$ cat src/rtl/psh_pkg.sv
// ----------------------------------------------------------------------------
// psh_pkg
// Shared types, codes and constants of the point slice height binning block.
// ----------------------------------------------------------------------------
package psh_pkg;

    localparam int MAX_CELLS_X_DEF = 128;
    localparam int MAX_CELLS_Y_DEF = 128;
    localparam int MAX_SLICES_DEF  = 16;

    localparam int COORD_W = 24;
    localparam int DIM_W   = 12;
    localparam int DIV_NW  = 26;
    localparam int DIV_DW  = 17;
    localparam int TOP_W   = 27;
    localparam int POS_W   = 28;
    localparam int PADDR_W = 5;

    localparam logic [COORD_W-1:0] EMPTY_LOW  = 24'h800000;
    localparam logic [COORD_W-1:0] EMPTY_HIGH = 24'h7FFFFF;

    typedef enum logic [1:0] {
        OP_INSERT = 2'd0,
        OP_READ   = 2'd1,
        OP_CLEAR  = 2'd2,
        OP_NONE   = 2'd3
    } op_t;

    typedef enum logic [2:0] {
        STS_STORED     = 3'd0,
        STS_OUT_OF_MAP = 3'd1,
        STS_INVALID    = 3'd2,
        STS_READ_DONE  = 3'd3,
        STS_CLEARED    = 3'd4,
        STS_READ_OOB   = 3'd5
    } status_t;

    typedef enum logic [2:0] {
        REG_CENTER_X    = 3'd0,
        REG_CENTER_Y    = 3'd1,
        REG_CELL_SIZE   = 3'd2,
        REG_MAP_WIDTH   = 3'd3,
        REG_MAP_HEIGHT  = 3'd4,
        REG_SLICE_COUNT = 3'd5,
        REG_SLICE_BASE  = 3'd6,
        REG_SLICE_STEP  = 3'd7
    } reg_idx_t;

    typedef enum logic [2:0] {
        S_CLEAR,
        S_IDLE,
        S_DECODE,
        S_DIV,
        S_CHECK,
        S_SLICE,
        S_RD_WAIT,
        S_RESP
    } state_t;

    typedef struct packed {
        logic signed [COORD_W-1:0] center_x;
        logic signed [COORD_W-1:0] center_y;
        logic [15:0]               cell_size;
        logic [7:0]                map_width;
        logic [7:0]                map_height;
        logic [4:0]                slice_count;
        logic signed [COORD_W-1:0] slice_base;
        logic [15:0]               slice_step;
    } cfg_t;

    typedef struct packed {
        logic    load;
        logic    div_start;
        logic    slice_init;
        logic    slice_run;
        logic    rd_issue;
        logic    clr_run;
        logic    out_load;
        status_t code;
    } cmd_t;

    typedef struct packed {
        op_t  op;
        logic point_valid;
        logic div_done;
        logic out_of_map;
        logic slice_done;
        logic read_oob;
        logic clr_last;
        logic out_free;
    } stat_t;

    typedef struct packed {
        logic               gk;
        logic [COORD_W-1:0] g;
        logic               ck;
        logic [COORD_W-1:0] c;
    } cell_word_t;

endpackage

$ cat src/rtl/psh_ctrl.sv
// ----------------------------------------------------------------------------
// psh_ctrl
// Controller: sequences insert, read and clear requests and the clear sweep
// after reset.
// ----------------------------------------------------------------------------
module psh_ctrl (
    input  logic            aclk,
    input  logic            aresetn,
    input  logic            s_valid,
    output logic            s_ready,
    input  psh_pkg::stat_t  stat,
    output psh_pkg::cmd_t   cmd
);
    import psh_pkg::*;

    state_t  state_reg, state_next;
    status_t code_reg, code_next;
    logic    clr_op_reg, clr_op_next;

    always_ff @(posedge aclk) begin
        if (!aresetn) begin
            state_reg  <= S_CLEAR;
            code_reg   <= STS_STORED;
            clr_op_reg <= 1'b0;
        end else begin
            state_reg  <= state_next;
            code_reg   <= code_next;
            clr_op_reg <= clr_op_next;
        end
    end

    always_comb begin
        state_next  = state_reg;
        code_next   = code_reg;
        clr_op_next = clr_op_reg;
        case (state_reg)
            S_CLEAR: begin
                if (stat.clr_last) begin
                    if (clr_op_reg) begin
                        state_next = S_RESP;
                        code_next  = STS_CLEARED;
                    end else begin
                        state_next = S_IDLE;
                    end
                end
            end
            S_IDLE: begin
                if (s_valid) begin
                    state_next = S_DECODE;
                end
            end
            S_DECODE: begin
                case (stat.op)
                    OP_INSERT: begin
                        if (!stat.point_valid) begin
                            state_next = S_RESP;
                            code_next  = STS_INVALID;
                        end else begin
                            state_next = S_DIV;
                        end
                    end
                    OP_READ: begin
                        if (stat.read_oob) begin
                            state_next = S_RESP;
                            code_next  = STS_READ_OOB;
                        end else begin
                            state_next = S_RD_WAIT;
                        end
                    end
                    OP_CLEAR: begin
                        state_next  = S_CLEAR;
                        clr_op_next = 1'b1;
                    end
                    default: state_next = S_IDLE;
                endcase
            end
            S_DIV: begin
                if (stat.div_done) begin
                    state_next = S_CHECK;
                end
            end
            S_CHECK: begin
                if (stat.out_of_map) begin
                    state_next = S_RESP;
                    code_next  = STS_OUT_OF_MAP;
                end else begin
                    state_next = S_SLICE;
                end
            end
            S_SLICE: begin
                if (stat.slice_done) begin
                    state_next = S_RESP;
                    code_next  = STS_STORED;
                end
            end
            S_RD_WAIT: begin
                state_next = S_RESP;
                code_next  = STS_READ_DONE;
            end
            S_RESP: begin
                // hold until the result register frees up
                if (stat.out_free) begin
                    state_next  = S_IDLE;
                    clr_op_next = 1'b0;
                end
            end
            default: state_next = S_IDLE;
        endcase
    end

    always_comb begin
        s_ready        = state_reg == S_IDLE;
        cmd.load       = (state_reg == S_IDLE) && s_valid;
        cmd.div_start  = (state_reg == S_DECODE) && (stat.op == OP_INSERT) &&
                         stat.point_valid;
        cmd.rd_issue   = (state_reg == S_DECODE) && (stat.op == OP_READ) &&
                         !stat.read_oob;
        cmd.slice_init = (state_reg == S_CHECK) && !stat.out_of_map;
        cmd.slice_run  = state_reg == S_SLICE;
        cmd.clr_run    = state_reg == S_CLEAR;
        cmd.out_load   = (state_reg == S_RESP) && stat.out_free;
        cmd.code       = code_reg;
    end

endmodule

$ cat config.mk
export PLATFORM = sky130hd
export DESIGN_NAME = psh_ctrl
export DESIGN_NICKNAME = d
export VERILOG_FILES = /design/src/rtl/psh_pkg.sv /design/src/rtl/psh_ctrl.sv
export SDC_FILE = /design/constraint.sdc
export NUM_CORES = 1
export LEC_CHECK = 0
export ABC_AREA = 1
export BUFFER_PORTS_ARGS = -buffer_cell sky130_fd_sc_hd__buf_2
export CORE_MARGIN = 5
export CORE_UTILIZATION = 40
export CTS_BUF_LIST = sky130_fd_sc_hd__clkbuf_8
export DETAILED_ROUTE_END_ITERATION = 10
export GPL_TIMING_DRIVEN = 1
export MAX_ROUTING_LAYER = met4
export PLACE_DENSITY = 0.67
export SYNTH_ARGS = -nofsm -noshare
export SYNTH_HDL_FRONTEND = slang
export SYNTH_SLANG_ARGS = --single-unit
$ cat constraint.sdc
create_clock -name aclk -period 2.6 [get_ports aclk]
set_input_delay 0.52 -clock aclk [delete_from_list [all_inputs] [get_ports aclk]]
set_output_delay 0.52 -clock aclk [all_outputs]
set_load 0.01 [all_outputs]
==> results.yml <==
status:
  status: "complete, no violations"
yosys:
  synth_top_area_cell: "dfxtp_1"
  netlist_area_sq_um: 691
  yosys_warnings: 0
  synth_top_area_share_pct: 20.3
  ys_seq_elements: 7
  synth-async-reset-ratio_pct: 0
  ys_top_cells_by_count: "24 x nand2_1, 13 x inv_1, 13 x nor2_1, 8 x nand3_1"
  avgSynthCellArea_sq_um: 6.28
  syn_inst: 110
  seq_area_frac_synth_pct: 20.3
  syn_nets: 122
  synth-main-ff-cell: "dfxtp_1"
  yosysMostFrequentCell: "nand2_1"
  synth.distinct_cells: 23
  synth-edff-count: 0
  yosys-top-cells-area: "dfxtp_1 20%, nand2_1 13%, inv_1 7.1%"
drt:
  finalWirelength_microns: 1730
  route.detailed.drc: 0
  via_per_inst: 4.93
  drt_iter0_drc: 21
  wire_per_inst_microns: 11.5
  vias: 739
  ant_nets: 0
  first_pass_iters: 4
pwr:
  powerDensity_mw_per_mm2: 1060
  p_total_mw: 0.879
  ir_drop_v: 0.000565
  p_leak_nw: 0.482
clock_tree:
  worstSkewPairLatency_ns: 0.23
  postCtsSetupRepairBufs: 0
  cts_tree: "done"
  clk_path_buf_depth: 2
  root_buffer: "clkbuf_8"
  clk_pin_slew_ns: 0.04
  post_cts_resized: 0
  cts_made_buffers: 3
  htree_levels: 1
  holdBufCountCts: 0
  cts.sinks: 7
floorplanning:
  ios: 23
  die_w_microns: 51.6
  die-area_sq_mm: 0.00266
  die_y_microns: 51.6
  coreArea_sq_mm: 0.00169
  num_rows: 15
  floorplan.initialDensity_pct: 40.9
global_route:
  antenna_found_initial: 0
  grt_pass1_wl_microns: 3010
  grt_max_degree: 11
  grt.overflow.total: 0
  grt_usage_pct: 15.5
  grt_pass1_vias: 710
timing:
  period_needed_ns: 1.96
  grt_setup_unrepaired: "no"
  hold_violations: 0
  finalMaxSlewViolations: 0
  skew_ns: 0.00423
  period_share_pct: 75.5
  slew_headroom_pct: 63.1
  setup_tns_ns: 0
  setup_viol: 0
  max_freq_mhz: 510
  worst_pin_slew_ns: 0.553
hold_path:
  hp-start: "code_reg[0]"
  min_path_type: "register to register"
  worstHoldEndpoint: "code_reg[0]"
  min_path_cells: 2
setup_path:
  cp.arrival_ns: 1.44
  endpoint_kind: "output port"
  rrSetupSlack_ns: 1.11
  reg2regPathDepth: 7
  required_ns: 2.08
  r2r_start: "state_reg[1]"
  startpoint_type: "register"
  crit_fanout: 8
  r2r_end: "state_reg[2]"
  path_class: "register to output port"
  crit_start: "state_reg[1]"
finish:
  antenna_cells: 0
  syn_to_final_growth_pct: 20.7
  fin_nets: 146
  final_cell_area_sq_um: 833
  drive_gt1_share_pct: 37.6
  fin_cells: 150
placement:
  port_buffers: 22
  dp_hpwl_microns: 1440
  placed_cell_area_sq_um: 788
  place_congestion: 0.955
  placedCellCount: 146
job:
  maxCapViolCount: 0
-- cells by family (layout without fill, tap and decap cells) --
group                  after synthesis  count (layout)  synth area share (%)
flip-flops                           7               7                  20.3
buffers and inverters               22              45                  17.0
AND/OR/NAND/NOR                     64              64                  48.9
AO/OA/AOI/OAI                       17              17                  13.8
-- placed cells by master, fill, tap and decap left out, types with 4 or more instances in the layout --
| cell type | n |
|---|---|
| nand2_1 | 24 |
| buf_2 | 22 |
| o21ai_0 | 4 |
| a21oi_1 | 7 |
| nor2_2 | 4 |
| nand2_2 | 4 |
| nand3_2 | 4 |
| nand3_1 | 8 |
| nor2_1 | 13 |
| dfxtp_1 | 7 |
| inv_1 | 14 |
-- worst max-delay path: stages (launching register included) --
cell and delay [ns]:
dfxtp_1 0.66, nand2_4 0.10, nor2_4 0.14, nand2_1 0.09
nor2_1 0.09, buf_2 0.13
-- layout make-up --
class / instances / area, sq um
Clock inverter: 1 / 3.75
Inverter: 19 / 83.8
Fill cell: 184 / 856
Sequential cell: 7 / 140
Timing Repair Buffer: 22 / 110
Tap cell: 17 / 21.3
Multi-Input combinational cell: 81 / 433
Clock buffer: 3 / 41.3
-- power by group --
part           switching (mW)  total (mW)  internal [mW]
clock                  0.0475       0.150          0.102
combinational           0.314       0.512          0.198
sequential             0.0745       0.218          0.144
-- how the worst max path moves through the flow --
stage	end	slack [ns]	depth (start not counted)
floorplan	cmd[5]	1.19	3
finish	cmd[8]	0.64	5
global route	cmd[3]	0.50	5
CTS	cmd[8]	0.63	5
detailed placement	cmd[8]	0.88	5
global placement	cmd[8]	0.87	5
-- stage by stage --
step           setup slack [ns]  utilization, %  hold WS, ns
2_1_floorplan              1.19               -        0.454
3_3_place_gp              0.872            46.7        0.446
3_5_place_dp              0.882            46.7        0.465
4_1_cts                   0.633            49.3        0.473
5_1_grt                   0.497            49.3        0.518
6_report                  0.638            49.3        0.472
-- per-layer routing --
layer | wire length, microns | global-route usage [%] | up-vias | part of all wire (%)
li1 | - | - | 392 | -
met1 | 814 | 19.1 | 321 | 47
met2 | 787 | 24.2 | 24 | 46
met3 | 109 | 5.44 | 2 | 6.3
met4 | 17 | 3.93 | 0 | 0.98
met5 | 0 | - | - | 0
Note: power is estimated with default switching activity, not from simulation.
