`src/rtl/psh_pkg.sv`:
```
// ----------------------------------------------------------------------------
// psh_pkg
// Shared types, codes and constants of the point slice height binning block.
// ----------------------------------------------------------------------------
package psh_pkg;

    localparam int MAX_CELLS_X_DEF = 128;
    localparam int MAX_CELLS_Y_DEF = 128;
    localparam int MAX_SLICES_DEF  = 16;

    localparam int COORD_W = 24;
    localparam int DIM_W   = 12;
    localparam int DIV_NW  = 26;
    localparam int DIV_DW  = 17;
    localparam int TOP_W   = 27;
    localparam int POS_W   = 28;
    localparam int PADDR_W = 5;

    localparam logic [COORD_W-1:0] EMPTY_LOW  = 24'h800000;
    localparam logic [COORD_W-1:0] EMPTY_HIGH = 24'h7FFFFF;

    typedef enum logic [1:0] {
        OP_INSERT = 2'd0,
        OP_READ   = 2'd1,
        OP_CLEAR  = 2'd2,
        OP_NONE   = 2'd3
    } op_t;

    typedef enum logic [2:0] {
        STS_STORED     = 3'd0,
        STS_OUT_OF_MAP = 3'd1,
        STS_INVALID    = 3'd2,
        STS_READ_DONE  = 3'd3,
        STS_CLEARED    = 3'd4,
        STS_READ_OOB   = 3'd5
    } status_t;

    typedef enum logic [2:0] {
        REG_CENTER_X    = 3'd0,
        REG_CENTER_Y    = 3'd1,
        REG_CELL_SIZE   = 3'd2,
        REG_MAP_WIDTH   = 3'd3,
        REG_MAP_HEIGHT  = 3'd4,
        REG_SLICE_COUNT = 3'd5,
        REG_SLICE_BASE  = 3'd6,
        REG_SLICE_STEP  = 3'd7
    } reg_idx_t;

    typedef enum logic [2:0] {
        S_CLEAR,
        S_IDLE,
        S_DECODE,
        S_DIV,
        S_CHECK,
        S_SLICE,
        S_RD_WAIT,
        S_RESP
    } state_t;

    typedef struct packed {
        logic signed [COORD_W-1:0] center_x;
        logic signed [COORD_W-1:0] center_y;
        logic [15:0]               cell_size;
        logic [7:0]                map_width;
        logic [7:0]                map_height;
        logic [4:0]                slice_count;
        logic signed [COORD_W-1:0] slice_base;
        logic [15:0]               slice_step;
    } cfg_t;

    typedef struct packed {
        logic    load;
        logic    div_start;
        logic    slice_init;
        logic    slice_run;
        logic    rd_issue;
        logic    clr_run;
        logic    out_load;
        status_t code;
    } cmd_t;

    typedef struct packed {
        op_t  op;
        logic point_valid;
        logic div_done;
        logic out_of_map;
        logic slice_done;
        logic read_oob;
        logic clr_last;
        logic out_free;
    } stat_t;

    typedef struct packed {
        logic               gk;
        logic [COORD_W-1:0] g;
        logic               ck;
        logic [COORD_W-1:0] c;
    } cell_word_t;

endpackage

```
`src/rtl/psh_regs.sv`:
```
// ----------------------------------------------------------------------------
// psh_regs
// APB configuration registers with read back.
// ----------------------------------------------------------------------------
module psh_regs (
    input  logic                         aclk,
    input  logic                         aresetn,
    input  logic                         psel,
    input  logic                         penable,
    input  logic                         pwrite,
    input  logic [psh_pkg::PADDR_W-1:0]  paddr,
    input  logic [31:0]                  pwdata,
    output logic [31:0]                  prdata,
    output logic                         pready,
    output psh_pkg::cfg_t                cfg
);
    import psh_pkg::*;

    cfg_t     cfg_reg;
    reg_idx_t idx;
    logic     wr_en;

    assign idx    = reg_idx_t'(paddr[PADDR_W-1:2]);
    assign wr_en  = psel && penable && pwrite;
    assign pready = 1'b1;
    assign cfg    = cfg_reg;

    always_ff @(posedge aclk) begin
        if (!aresetn) begin
            cfg_reg.center_x    <= '0;
            cfg_reg.center_y    <= '0;
            cfg_reg.cell_size   <= 16'd100;
            cfg_reg.map_width   <= 8'd128;
            cfg_reg.map_height  <= 8'd128;
            cfg_reg.slice_count <= 5'd16;
            cfg_reg.slice_base  <= '0;
            cfg_reg.slice_step  <= 16'd200;
        end else if (wr_en) begin
            case (idx)
                REG_CENTER_X:    cfg_reg.center_x    <= pwdata[23:0];
                REG_CENTER_Y:    cfg_reg.center_y    <= pwdata[23:0];
                REG_CELL_SIZE:   cfg_reg.cell_size   <= pwdata[15:0];
                REG_MAP_WIDTH:   cfg_reg.map_width   <= pwdata[7:0];
                REG_MAP_HEIGHT:  cfg_reg.map_height  <= pwdata[7:0];
                REG_SLICE_COUNT: cfg_reg.slice_count <= pwdata[4:0];
                REG_SLICE_BASE:  cfg_reg.slice_base  <= pwdata[23:0];
                REG_SLICE_STEP:  cfg_reg.slice_step  <= pwdata[15:0];
                default: ;
            endcase
        end
    end

    always_comb begin
        case (idx)
            REG_CENTER_X:    prdata = {{8{cfg_reg.center_x[23]}}, cfg_reg.center_x};
            REG_CENTER_Y:    prdata = {{8{cfg_reg.center_y[23]}}, cfg_reg.center_y};
            REG_CELL_SIZE:   prdata = {16'd0, cfg_reg.cell_size};
            REG_MAP_WIDTH:   prdata = {24'd0, cfg_reg.map_width};
            REG_MAP_HEIGHT:  prdata = {24'd0, cfg_reg.map_height};
            REG_SLICE_COUNT: prdata = {27'd0, cfg_reg.slice_count};
            REG_SLICE_BASE:  prdata = {{8{cfg_reg.slice_base[23]}}, cfg_reg.slice_base};
            REG_SLICE_STEP:  prdata = {16'd0, cfg_reg.slice_step};
            default:         prdata = '0;
        endcase
    end

endmodule

```
`config.mk`:
```
export PLATFORM = sky130hd
export DESIGN_NAME = psh_regs
export DESIGN_NICKNAME = d
export VERILOG_FILES = /design/src/rtl/psh_pkg.sv /design/src/rtl/psh_regs.sv
export SDC_FILE = /design/constraint.sdc
export NUM_CORES = 1
export LEC_CHECK = 0
export ABC_AREA = 1
export ABC_CLOCK_PERIOD_IN_PS = 1500
export BUFFER_PORTS_ARGS = -buffer_cell sky130_fd_sc_hd__clkbuf_2
export CORE_MARGIN = 5
export CORE_UTILIZATION = 42
export DETAILED_ROUTE_END_ITERATION = 12
export PLACE_DENSITY_LB_ADDON = 0.08
export SLEW_MARGIN = 20
export SYNTH_ARGS = -nofsm -noshare
export SYNTH_HDL_FRONTEND = slang
export SYNTH_SLANG_ARGS = --single-unit
```
`constraint.sdc`:
```
create_clock -name aclk -period 1.5 [get_ports aclk]
set_clock_uncertainty 0.2 [all_clocks]
set_input_delay 0.075 -clock aclk [delete_from_list [all_inputs] [get_ports aclk]]
set_output_delay 0.075 -clock aclk [all_outputs]
set_load 0.01 [all_outputs]
```
==> results of run 1 <==
timing repair:
item,in CTS,in global routing
pin swaps,5,31
gates resized for setup,40,87
buffers inserted,5,15
hold buffers,28,0
cloned,0,1
setup endpoints to repair,14,33
hold endpoints to repair,125,0
how the worst min path moves through the flow:
stage,cells past startpoint,end,slack [ps]
floorplan,2,cfg[6],-10
global placement,3,cfg[39],150
detailed placement,3,cfg[124],160
CTS,5,cfg[33],70
global route,5,cfg[92],100
finish,5,cfg[33],90
through the flow:
| step | hold slack, ps | worst slack (ps) |
|---|---|---|
| 3_3_place_gp | 148.7 | -10.27 |
| 6_report | 91.15 | -28.15 |
| 2_1_floorplan | -11.78 | 5.965 |
| 4_1_cts | 70.47 | -13.84 |
| 5_1_grt | 104.8 | -108.2 |
| 3_5_place_dp | 157.2 | -2.415 |
layer usage:
metal | global-route usage, % | vias up
li1 | - | 3192
met1 | 33.86 | 2986
met2 | 38.85 | 254
met3 | 6.726 | 24
met4 | 6.309 | 0
met5 | 0 | -
cells in the mapped netlist (2+ instances only):
cell type  instances  area share, %
o21ai_1           87            7.6
dfxtp_1          125             44
buf_2             26            2.3
nand3_2            3           0.52
o21ai_0           37            3.2
clkbuf_1          22            1.4
nand4_1           35            3.8
nor2_4             5           0.98
nor2_2             4           0.44
buf_6              5           0.98
o211ai_1           2           0.26
nand2_4            2           0.39
nand2_1          123            8.0
inv_2              8           0.52
buf_4             15            2.0
nor3_1            72            6.3
nor2_1           196             13
nand3_1           29            2.5
buf_1              4           0.26
inv_1             22            1.4
critical path, stage by stage, from the launching register on:
cell and delay (ps):
dfxtp_2 330, nand4_1 180, nand3_2 170, buf_2 150
power by group through the flow:
stage                     Sequential [uW]  Clock, uW  Combinational (uW)
after CTS                            3400       4250                 682
after floorplan                      3480          0                 317
after global routing                 3410       4410                 770
after global placement               3470          0                 621
final                                3410       4200                 711
after detailed placement             3470          0                 620
cell type report:
type                    instances  area (um^2)
fillers                      1255         5032
multi-input cells             598         2806
flip-flops and latches        125         2581
repair buffers                287         1928
clock buffers                  25        485.5
well taps                     176        220.2
inverters                      32        131.4
clock inverters                 7        110.1
cells by family (layout without fill, tap and decap cells):
logic type      count (synthesis)  after routing  synth area share [%]
compound gates                126            126                 11.08
flops                         125            125                 43.63
simple gates                  470            471                 36.15
other cells                     1              1               0.06538
buf+inv                       104            351                 9.075
==> Flow_metrics.wiki, run 1 <==
{| class="wikitable"
! Metric !! Value
|-
| Io pins || 200
|-
| Net switching power || 1939 uW
|-
| H-tree depth || 4
|-
| Crit path setup slack, layout || -28.15 ps
|-
| Static Leakage || 0.003999 uW
|-
| Number of iterations in the first detailed-routing pass || 5
|-
| Final routed DRC violation total || 0
|-
| Number of distinct standard cells referenced by the synthesized netlist || 24
|-
| Root buffer cell || clkbuf_16
|-
| Area growth from synthesis to final layout || 44.07%
|-
| Post-synthesis cell count || 826
|-
| Worst hold start || paddr[3]
|-
| Net count of the mapped netlist || 868
|-
| Die boundary height || 126.9 um
|-
| Global Route Usage Sum || 24.76%
|-
| Number of violations reported at the end of detailed-routing iteration 0 || 594
|-
| Global-route wire length before repair || 31910 um
|-
| Power Dens Cells || 1006 nW/um^2
|-
| Number of buffers added by the clock tree synthesis step || 17
|-
| Die area || 16090 um^2
|-
| Number of I/O port buffers || 188
|-
| Metal1 wirelength || 9185 um
|-
| Floorplan die width || 126.9 um
|-
| Met3 WL post-DR || 1598 um
|-
| Top Metal Used || met4
|-
| TritonCTS clock tree || done
|-
| Vias in the first global route || 5936
|-
| Final count of pins violating max slew || 0
|-
| Clock sink count || 125
|-
| Largest net degree at the start of global routing || 60
|-
| Post-placement cell count || 1169
|-
| Flop and latch count out of synthesis || 125
|-
| Weighted congestion reported at the end of routability-driven placement || 0.8366
|-
| Clock share of power || 50.5%
|-
| Switching Fraction || 23.32%
|-
| Worst-path clk slew || 60 ps
|-
| Post-synth EDFFs || 0
|-
| Unrepaired setup endpoints after global routing || yes
|-
| Post-synth design cell area || 5736 um^2
|-
| Mean routed wirelength per cell || 16.45 um
|-
| Number of flip-flops under the largest register name || 125
|-
| Total Wirelength || 20560 um
|-
| Leading cell type in the layout, fill and taps excluded || nor2_1
|-
| Number of antenna cells inserted || 0
|-
| Post-DP HPWL || 14250 um
|-
| Overall power consumption || 8314 uW
|-
| Run status || finished with violations
|-
| Final setup violation count || 6
|-
| Fraction of layout cells with a size suffix above 1 || 37.06%
|-
| Crit Path Category || reg -> out
|-
| Area of placed instances || 7015 um^2
|-
| Post-synth ARST share || 0%
|-
| Seq pwr share || 41.0%
|-
| Clk_lat worst skew || 420 ps
|-
| Routed vias || 6456
|-
| Total number of placement rows || 42
|-
| Cell internal power dissipation || 6375 uW
|-
| Share of the yosys chip area belonging to registers || 43.63%
|-
| Number of antenna violations at the first check in global routing || 0
|-
| Worst path arrival time || 1250 ps
|-
| R2R cell count || 3
|-
| Crit. Startpoint || cfg[39]
|-
| Highest achievable clock rate || 0.6544 GHz
|-
| Kind of start point of the critical path || register
|-
| Deepest clock path buffer count || 2
|-
| Worst vdd ir || 0.8502 mV
|-
| Critical register-to-register path endpoint || cfg[94]
|-
| Initial cell density of the core || 43.14%
|-
| Area inside the core boundary || 13300 um^2
|-
| Worst reg2reg startpoint || cfg[94]
|-
| Fin crit share || 101.9%
|-
| Number of vias per cell after detailed routing || 5.165
|-
| Leading cell types in the layout, fill and taps excluded || 184 x nor2_1, 165 x clkbuf_2, 116 x nand2_1
|-
| Final non-filler cell area || 8263 um^2
|-
| Final hold vios || 0
|-
| Slack of the worst reg-to-reg path || 130 ps
|-
| GRT Residual Overflow || 0
|-
| Predominant post-synthesis flop cell || dfxtp_1
|-
| Critical path peak fanout || 4
|-
| Number of warnings printed during yosys synthesis || 0
|-
| Post-route insts no fill || 1250
|-
| Endpoint kind of the worst setup timing path || primary output
|-
| Met2 Wirelength || 9533 um
|-
| Capture point of the critical path || prdata[26]
|-
| Synth Area per Inst || 6.944 um^2
|-
| Antenna viol nets, final || 0
|-
| # Max-Cap Violations || 0
|-
| Endpoint required time on the critical path || 1220 ps
|-
| Comb pwr share || 8.5%
|-
| Violated checks || setup timing
|-
| Util after Layout || 62.15%
|-
| Nets || 1103
|-
| Worst min path class || in -> reg
|-
| Final critical-path required period || 1528 ps
|-
| Sum of negative setup slack || -120.4 ps
|}
Note: power is estimated with default switching activity, not from simulation.
==> run 2: changes to the inputs <==
--- a/config.mk
+++ b/config.mk
@@ -8,8 +8,10 @@
 export ABC_AREA = 1
 export ABC_CLOCK_PERIOD_IN_PS = 1500
 export BUFFER_PORTS_ARGS = -buffer_cell sky130_fd_sc_hd__clkbuf_2
+export CELL_PAD_IN_SITES_DETAIL_PLACEMENT = 0
+export CELL_PAD_IN_SITES_GLOBAL_PLACEMENT = 1
 export CORE_MARGIN = 5
-export CORE_UTILIZATION = 42
+export CORE_UTILIZATION = 31
 export DETAILED_ROUTE_END_ITERATION = 12
 export PLACE_DENSITY_LB_ADDON = 0.08
 export SLEW_MARGIN = 20
==> Flow_metrics.wiki, run 2 (synthesis results as in run 1) <==
{| class="wikitable"
! Metric !! Value
|-
| Nets || 1106 (was 1103)
|-
| Worst-path clk slew || 60 ps (about the same)
|-
| Area growth from synthesis to final layout || 46.99% (was 44.07%)
|-
| Slowest Stage Delay on Critical Path || 340 ps (was 330 ps)
|-
| Run status || finished with violations (unchanged)
|-
| Kind of start point of the critical path || register (unchanged)
|-
| Final critical-path required period || 1549 ps (was 1528 ps)
|-
| Initial cell density of the core || 31.71% (was 43.14%)
|-
| Routed vias || 6312 (was 6456)
|-
| Root buffer cell || clkbuf_16 (unchanged)
|-
| Number of flip-flops under the largest register name || 125 (unchanged)
|-
| Unrepaired setup endpoints after global routing || yes (unchanged)
|-
| Deepest clock path buffer count || 2 (unchanged)
|-
| Crit. Startpoint || cfg[39] (unchanged)
|-
| Slowest cell on the critical path || dfxtp_2 (unchanged)
|-
| Weighted congestion reported at the end of routability-driven placement || 0.7642 (was 0.8366)
|-
| Sum of negative setup slack || -280.2 ps (was -120.4 ps)
|-
| Mean routed wirelength per cell || 17.53 um (was 16.45 um)
|-
| Number of I/O port buffers || 188 (unchanged)
|-
| Number of vias per cell after detailed routing || 4.833 (was 5.165)
|-
| Floorplan die width || 146.0 um (was 126.9 um)
|-
| Slack of the worst reg-to-reg path || 490 ps (was 130 ps)
|-
| Largest net degree at the start of global routing || 31 (was 60)
|-
| Number of violations reported at the end of detailed-routing iteration 0 || 268 (was 594)
|-
| Clock sink count || 125 (unchanged)
|-
| Worst vdd ir || 0.7597 mV (was 0.8502 mV)
|-
| Leading cell types in the layout, fill and taps excluded || 187 x nor2_1, 165 x clkbuf_2, 117 x nand2_1 (was 184 x nor2_1, 165 x clkbuf_2, 116 x nand2_1)
|-
| Placement Setup Slack || 25.87 ps (was -2.415 ps)
|-
| TritonCTS clock tree || done (unchanged)
|-
| Area of placed instances || 7127 um^2 (was 7015 um^2)
|-
| Final hold vios || 0 (unchanged)
|-
| Power Dens Cells || 1030 nW/um^2 (was 1006 nW/um^2)
|-
| Post-DP HPWL || 15890 um (was 14250 um)
|-
| Worst path arrival time || 1270 ps (was 1250 ps)
|-
| Worst min path class || in -> reg (unchanged)
|-
| H-tree depth || 4 (unchanged)
|-
| Worst hold start || penable (was paddr[3])
|-
| Global Route Usage Sum || 20.85% (was 24.76%)
|-
| Highest achievable clock rate || 0.6455 GHz (was 0.6544 GHz)
|-
| Final non-filler cell area || 8431 um^2 (was 8263 um^2)
|-
| Static Leakage || 0.004029 uW (was 0.003999 uW)
|-
| Critical register-to-register path endpoint || cfg[65] (was cfg[94])
|-
| Vias in the first global route || 6166 (was 5936)
|-
| Endpoint, Worst Hold || cfg[83] (was cfg[33])
|-
| Fraction of layout cells with a size suffix above 1 || 37.23% (was 37.06%)
|-
| Fill cell total of the finished layout || 1881 (was 1255)
|-
| Endpoint required time on the critical path || 1220 ps (about the same)
|-
| Violated checks || setup timing (unchanged)
|-
| Worst reg2reg startpoint || cfg[65] (was cfg[94])
|-
| Worst slack on hold paths || 20.56 ps (was 91.15 ps)
|-
| Total Wirelength || 22890 um (was 20560 um)
|-
| GRT Residual Overflow || 0 (unchanged)
|-
| Cell Chain, Critical Path || nand4_1 > nand3_2 > buf_6 (was nand4_1 > nand3_2 > buf_2)
|-
| Clk_lat worst skew || 420 ps (about the same)
|-
| Antenna viol nets, final || 0 (unchanged)
|-
| Leading cell type in the layout, fill and taps excluded || nor2_1 (unchanged)
|-
| Io pins || 200 (unchanged)
|-
| Number of buffers added by the clock tree synthesis step || 17 (unchanged)
|-
| Critical path peak fanout || 4 (unchanged)
|-
| Endpoint kind of the worst setup timing path || primary output (unchanged)
|-
| Final setup violation count || 10 (was 6)
|-
| Overall power consumption || 8681 uW (was 8314 uW)
|-
| Number of antenna violations at the first check in global routing || 0 (unchanged)
|-
| Area inside the core boundary || 18090 um^2 (was 13300 um^2)
|-
| # Max-Cap Violations || 0 (unchanged)
|-
| R2R cell count || 3 (unchanged)
|-
| Global-route wire length before repair || 35480 um (was 31910 um)
|-
| Final routed DRC violation total || 0 (unchanged)
|-
| Crit Path Category || reg -> out (unchanged)
|-
| Number of iterations in the first detailed-routing pass || 5 (unchanged)
|-
| Die boundary height || 146.0 um (was 126.9 um)
|-
| Die area || 21320 um^2 (was 16090 um^2)
|-
| Number of stages on the worst hold path || 4 (was 5)
|-
| Total number of placement rows || 49 (was 42)
|-
| Fin crit share || 103.3% (was 101.9%)
|-
| Number of antenna cells inserted || 0 (unchanged)
|-
| Final count of pins violating max slew || 0 (unchanged)
|-
| Crit path setup slack, layout || -49.16 ps (was -28.15 ps)
|}
## run 2: worst max-delay path by stage
stage                       to  cells past startpoint
floorplan           prdata[24]                      9
global placement        cfg[4]                      7
detailed placement  prdata[28]                      8
CTS                  prdata[6]                      5
global route        prdata[27]                      3
finish              prdata[27]                      3
## run 2: layout make-up
type	count	area (um^2)	share of cell area, %
timing repair buffer	290	1993	23.64
inverter	32	131.4	1.558
clock inverter	12	193.9	2.300
sequential	125	2576	30.56
clock buffer	20	436.7	5.180
tap	229	286.5	3.399
multi-input combinational	598	2813	33.36
## run 2: report_power, final
group | leakage, uW | internal [uW] | total [uW] | switching (uW)
sequential | 0.00103 | 3370 | 3400 | 37.0
combinational | 0.00269 | 290 | 749 | 459
clock | 0.000304 | 2940 | 4530 | 1590
total | 0.00403 | 6590 | 8680 | 2090
## run 2: per-stage QoR
stage | utilization [%] | std cells
floorplan | - | 826
global placement | 39.41 | 1223
detailed placement | 39.41 | 1223
CTS | 45.02 | 1290
global route | 46.61 | 1306
finish | 46.61 | 1306
## run 2: worst max-delay path: cells and delay by family (launching register included)
family / cells / cell delay, ps
buffers and inverters: 1 / 130
DFF: 1 / 340
and+or+nand+nor: 2 / 400
## run 2: layer usage
metal	up-vias	track usage, %	part of all wire (%)
li1	3210	-	-
met1	2890	28.43	47
met2	190	33.19	46
met3	22	4.834	6.1
met4	0	5.974	1.1
met5	-	0	0
## run 2: repair_timing
action,in CTS,in global routing
cloned,0,1
pin swaps,15,40
endpoints found under the hold margin,125,0
buffers inserted,10,15
setup endpoints to repair,21,32
hold buffers,25,0
gates resized for setup,45,83
==> run 3: changes to the inputs <==
==> constraint.sdc (replaced) <==
create_clock -name aclk -period 1.5 [get_ports aclk]
set_clock_uncertainty 0.2 [all_clocks]
set_input_delay 0.15 -clock aclk [delete_from_list [all_inputs] [get_ports aclk]]
set_output_delay 0.15 -clock aclk [all_outputs]
set_load 0.01 [all_outputs]
==> Flow_metrics.wiki, run 3 (synthesis results as in run 1) <==
{| class="wikitable"
! Metric !! Value
|-
| Io pins || 200 (unchanged)
|-
| Die boundary height || 146.0 um (unchanged)
|-
| Unrepaired setup endpoints after global routing || yes (unchanged)
|-
| Final critical-path required period || 1630 ps (was 1549 ps)
|-
| Worst min path class || in -> reg (unchanged)
|-
| Worst-path clk slew || 60 ps (about the same)
|-
| Antenna viol nets, final || 0 (unchanged)
|-
| Total Wirelength || 24110 um (was 22890 um)
|-
| GRT Residual Overflow || 0 (unchanged)
|-
| Worst vdd ir || 0.8049 mV (was 0.7597 mV)
|-
| Overall power consumption || 8641 uW (was 8681 uW)
|-
| Critical path peak fanout || 2 (was 4)
|-
| Slack of the worst reg-to-reg path || 420 ps (was 490 ps)
|-
| Endpoint kind of the worst setup timing path || primary output (unchanged)
|-
| Number of flip-flops under the largest register name || 125 (unchanged)
|-
| Fraction of layout cells with a size suffix above 1 || 43.54% (was 37.23%)
|-
| Worst reg2reg startpoint || cfg[22] (was cfg[65])
|-
| Largest net degree at the start of global routing || 37 (was 31)
|-
| Worst path arrival time || 1280 ps (was 1270 ps)
|-
| Endpoint required time on the critical path || 1150 ps (was 1220 ps)
|-
| Post-route insts no fill || 1352 (was 1306)
|-
| Number of antenna cells inserted || 0 (unchanged)
|-
| Vias in the first global route || 6424 (was 6166)
|-
| Area inside the core boundary || 18090 um^2 (unchanged)
|-
| Global-route wire length before repair || 37450 um (was 35480 um)
|-
| Crit. Startpoint || cfg[56] (was cfg[39])
|-
| # Max-Cap Violations || 0 (unchanged)
|-
| Leading cell types in the layout, fill and taps excluded || 186 x nor2_1, 161 x clkbuf_2, 107 x buf_4 (was 187 x nor2_1, 165 x clkbuf_2, 117 x nand2_1)
|-
| Clock sink count || 125 (unchanged)
|-
| H-tree depth || 4 (unchanged)
|-
| Capture point of the critical path || prdata[3] (was prdata[27])
|-
| Number of vias per cell after detailed routing || 4.851 (was 4.833)
|-
| Power Dens Cells || 966.7 nW/um^2 (was 1030 nW/um^2)
|-
| Crit path setup slack, layout || -129.6 ps (was -49.16 ps)
|-
| Run status || finished with violations (unchanged)
|-
| Fill cell total of the finished layout || 1806 (was 1881)
|-
| Area growth from synthesis to final layout || 55.85% (was 46.99%)
|-
| Routed vias || 6559 (was 6312)
|-
| R2R cell count || 4 (was 3)
|-
| Highest achievable clock rate || 0.6136 GHz (was 0.6455 GHz)
|-
| Sum of negative setup slack || -1029 ps (was -280.2 ps)
|-
| Number of antenna violations at the first check in global routing || 0 (unchanged)
|-
| Mean routed wirelength per cell || 17.83 um (was 17.53 um)
|-
| Post-placement cell count || 1236 (was 1223)
|-
| Number of I/O port buffers || 188 (unchanged)
|-
| Post-DP HPWL || 16360 um (was 15890 um)
|-
| Initial cell density of the core || 31.71% (unchanged)
|-
| Number of buffers added by the clock tree synthesis step || 17 (unchanged)
|-
| Clk_lat worst skew || 420 ps (about the same)
|-
| Final hold vios || 0 (unchanged)
|-
| Number of iterations in the first detailed-routing pass || 5 (unchanged)
|-
| Root buffer cell || clkbuf_16 (unchanged)
|-
| Total number of placement rows || 49 (unchanged)
|-
| Kind of start point of the critical path || register (unchanged)
|-
| Leading cell type in the layout, fill and taps excluded || nor2_1 (unchanged)
|-
| Final setup violation count || 26 (was 10)
|-
| Die area || 21320 um^2 (unchanged)
|-
| Nets || 1153 (was 1106)
|-
| Final count of pins violating max slew || 0 (unchanged)
|-
| Global Route Usage Sum || 22.11% (was 20.85%)
|-
| Fin crit share || 108.6% (was 103.3%)
|-
| Weighted congestion reported at the end of routability-driven placement || 0.7546 (was 0.7642)
|-
| Critical register-to-register path endpoint || cfg[22] (was cfg[65])
|-
| Deepest clock path buffer count || 2 (unchanged)
|-
| TritonCTS clock tree || done (unchanged)
|-
| Crit Path Category || reg -> out (unchanged)
|-
| Static Leakage || 0.004399 uW (was 0.004029 uW)
|-
| Number of violations reported at the end of detailed-routing iteration 0 || 310 (was 268)
|-
| Violated checks || setup timing (unchanged)
|-
| Floorplan die width || 146.0 um (unchanged)
|-
| Final routed DRC violation total || 0 (unchanged)
|}
[run 3: changes by cell type in the layout (fill, tap and decap cells not counted), moves of 5 or more]
cell and delta:
buf_2 +5, buf_4 +43, dfxtp_1 -16, dfxtp_2 +15
nand2_1 -12, nand2_2 +7, nand2_4 +5, nand3_1 -7
nand3_2 +6
[run 3: worst min path at each step]
stage | from | end | slack (ps) | cells after the start
4_1_cts | paddr[3] | cfg[30] | 80 | 5
3_5_place_dp | pwdata[23] | cfg[39] | 240 | 3
5_1_grt | paddr[3] | cfg[29] | 90 | 5
2_1_floorplan | pwdata[6] | cfg[6] | 60 | 2
6_report | paddr[3] | cfg[30] | 70 | 5
3_3_place_gp | pwdata[18] | cfg[34] | 240 | 3
[run 3: metrics by stage]
step	setup slack [ps]	cell area [um^2]	hold WS (ps)	utilization, %
after floorplan	-3.711	5758	63.22	-
after global placement	-130.8	7187	237.0	39.74
after detailed placement	-132.9	7187	235.5	39.74
after CTS	-134.5	8681	78.75	48.00
after global routing	-196.1	8939	92.84	49.42
final	-129.6	8939	68.46	49.42
[run 3: worst max-delay path, cell delays in order, from the launching register on]
cell and delay, ps:
dfxtp_2 320, nand4_1 80, nand2_2 70, nor2_2 110, nand3_1 120, clkbuf_2 160
[run 3: cell type report]
class                      count  area [um^2]  area share, %
timing repair buffer         337         2384          26.67
clock buffer                  20        456.7          5.109
multi-input combinational    597         2902          32.46
inverter                      32        138.9          1.554
timing repair inverter         1        6.256        0.06999
tap                          229        286.5          3.205
sequential                   125         2599          29.07
clock inverter                11        166.4          1.862
[run 3: power by group]
group	switching, uW	internal [uW]	leakage [uW]
logic	487	343	0.00306
clock network	1560	2850	0.000298
registers	35.3	3370	0.00104
[run 3: repair_timing]
| item | 4_1_cts | 5_1_grt |
|---|---|---|
| hold buffers | 25 | 0 |
| gates cloned | 3 | 1 |
| pin swaps | 45 | 33 |
| setup buffers | 46 | 10 |
| resized for setup | 111 | 80 |
| endpoints found under the hold margin | 125 | 0 |
| setup endpoints to repair | 32 | 32 |
[run 3: per-layer routing]
metal | part of all wire, % | GRT usage, % | up-vias
met3 | 5.4 | 5.144 | 26
met5 | 0 | 0 | -
li1 | - | - | 3289
met4 | 1.6 | 6.444 | 0
met2 | 45 | 35.66 | 192
met1 | 48 | 29.69 | 3052
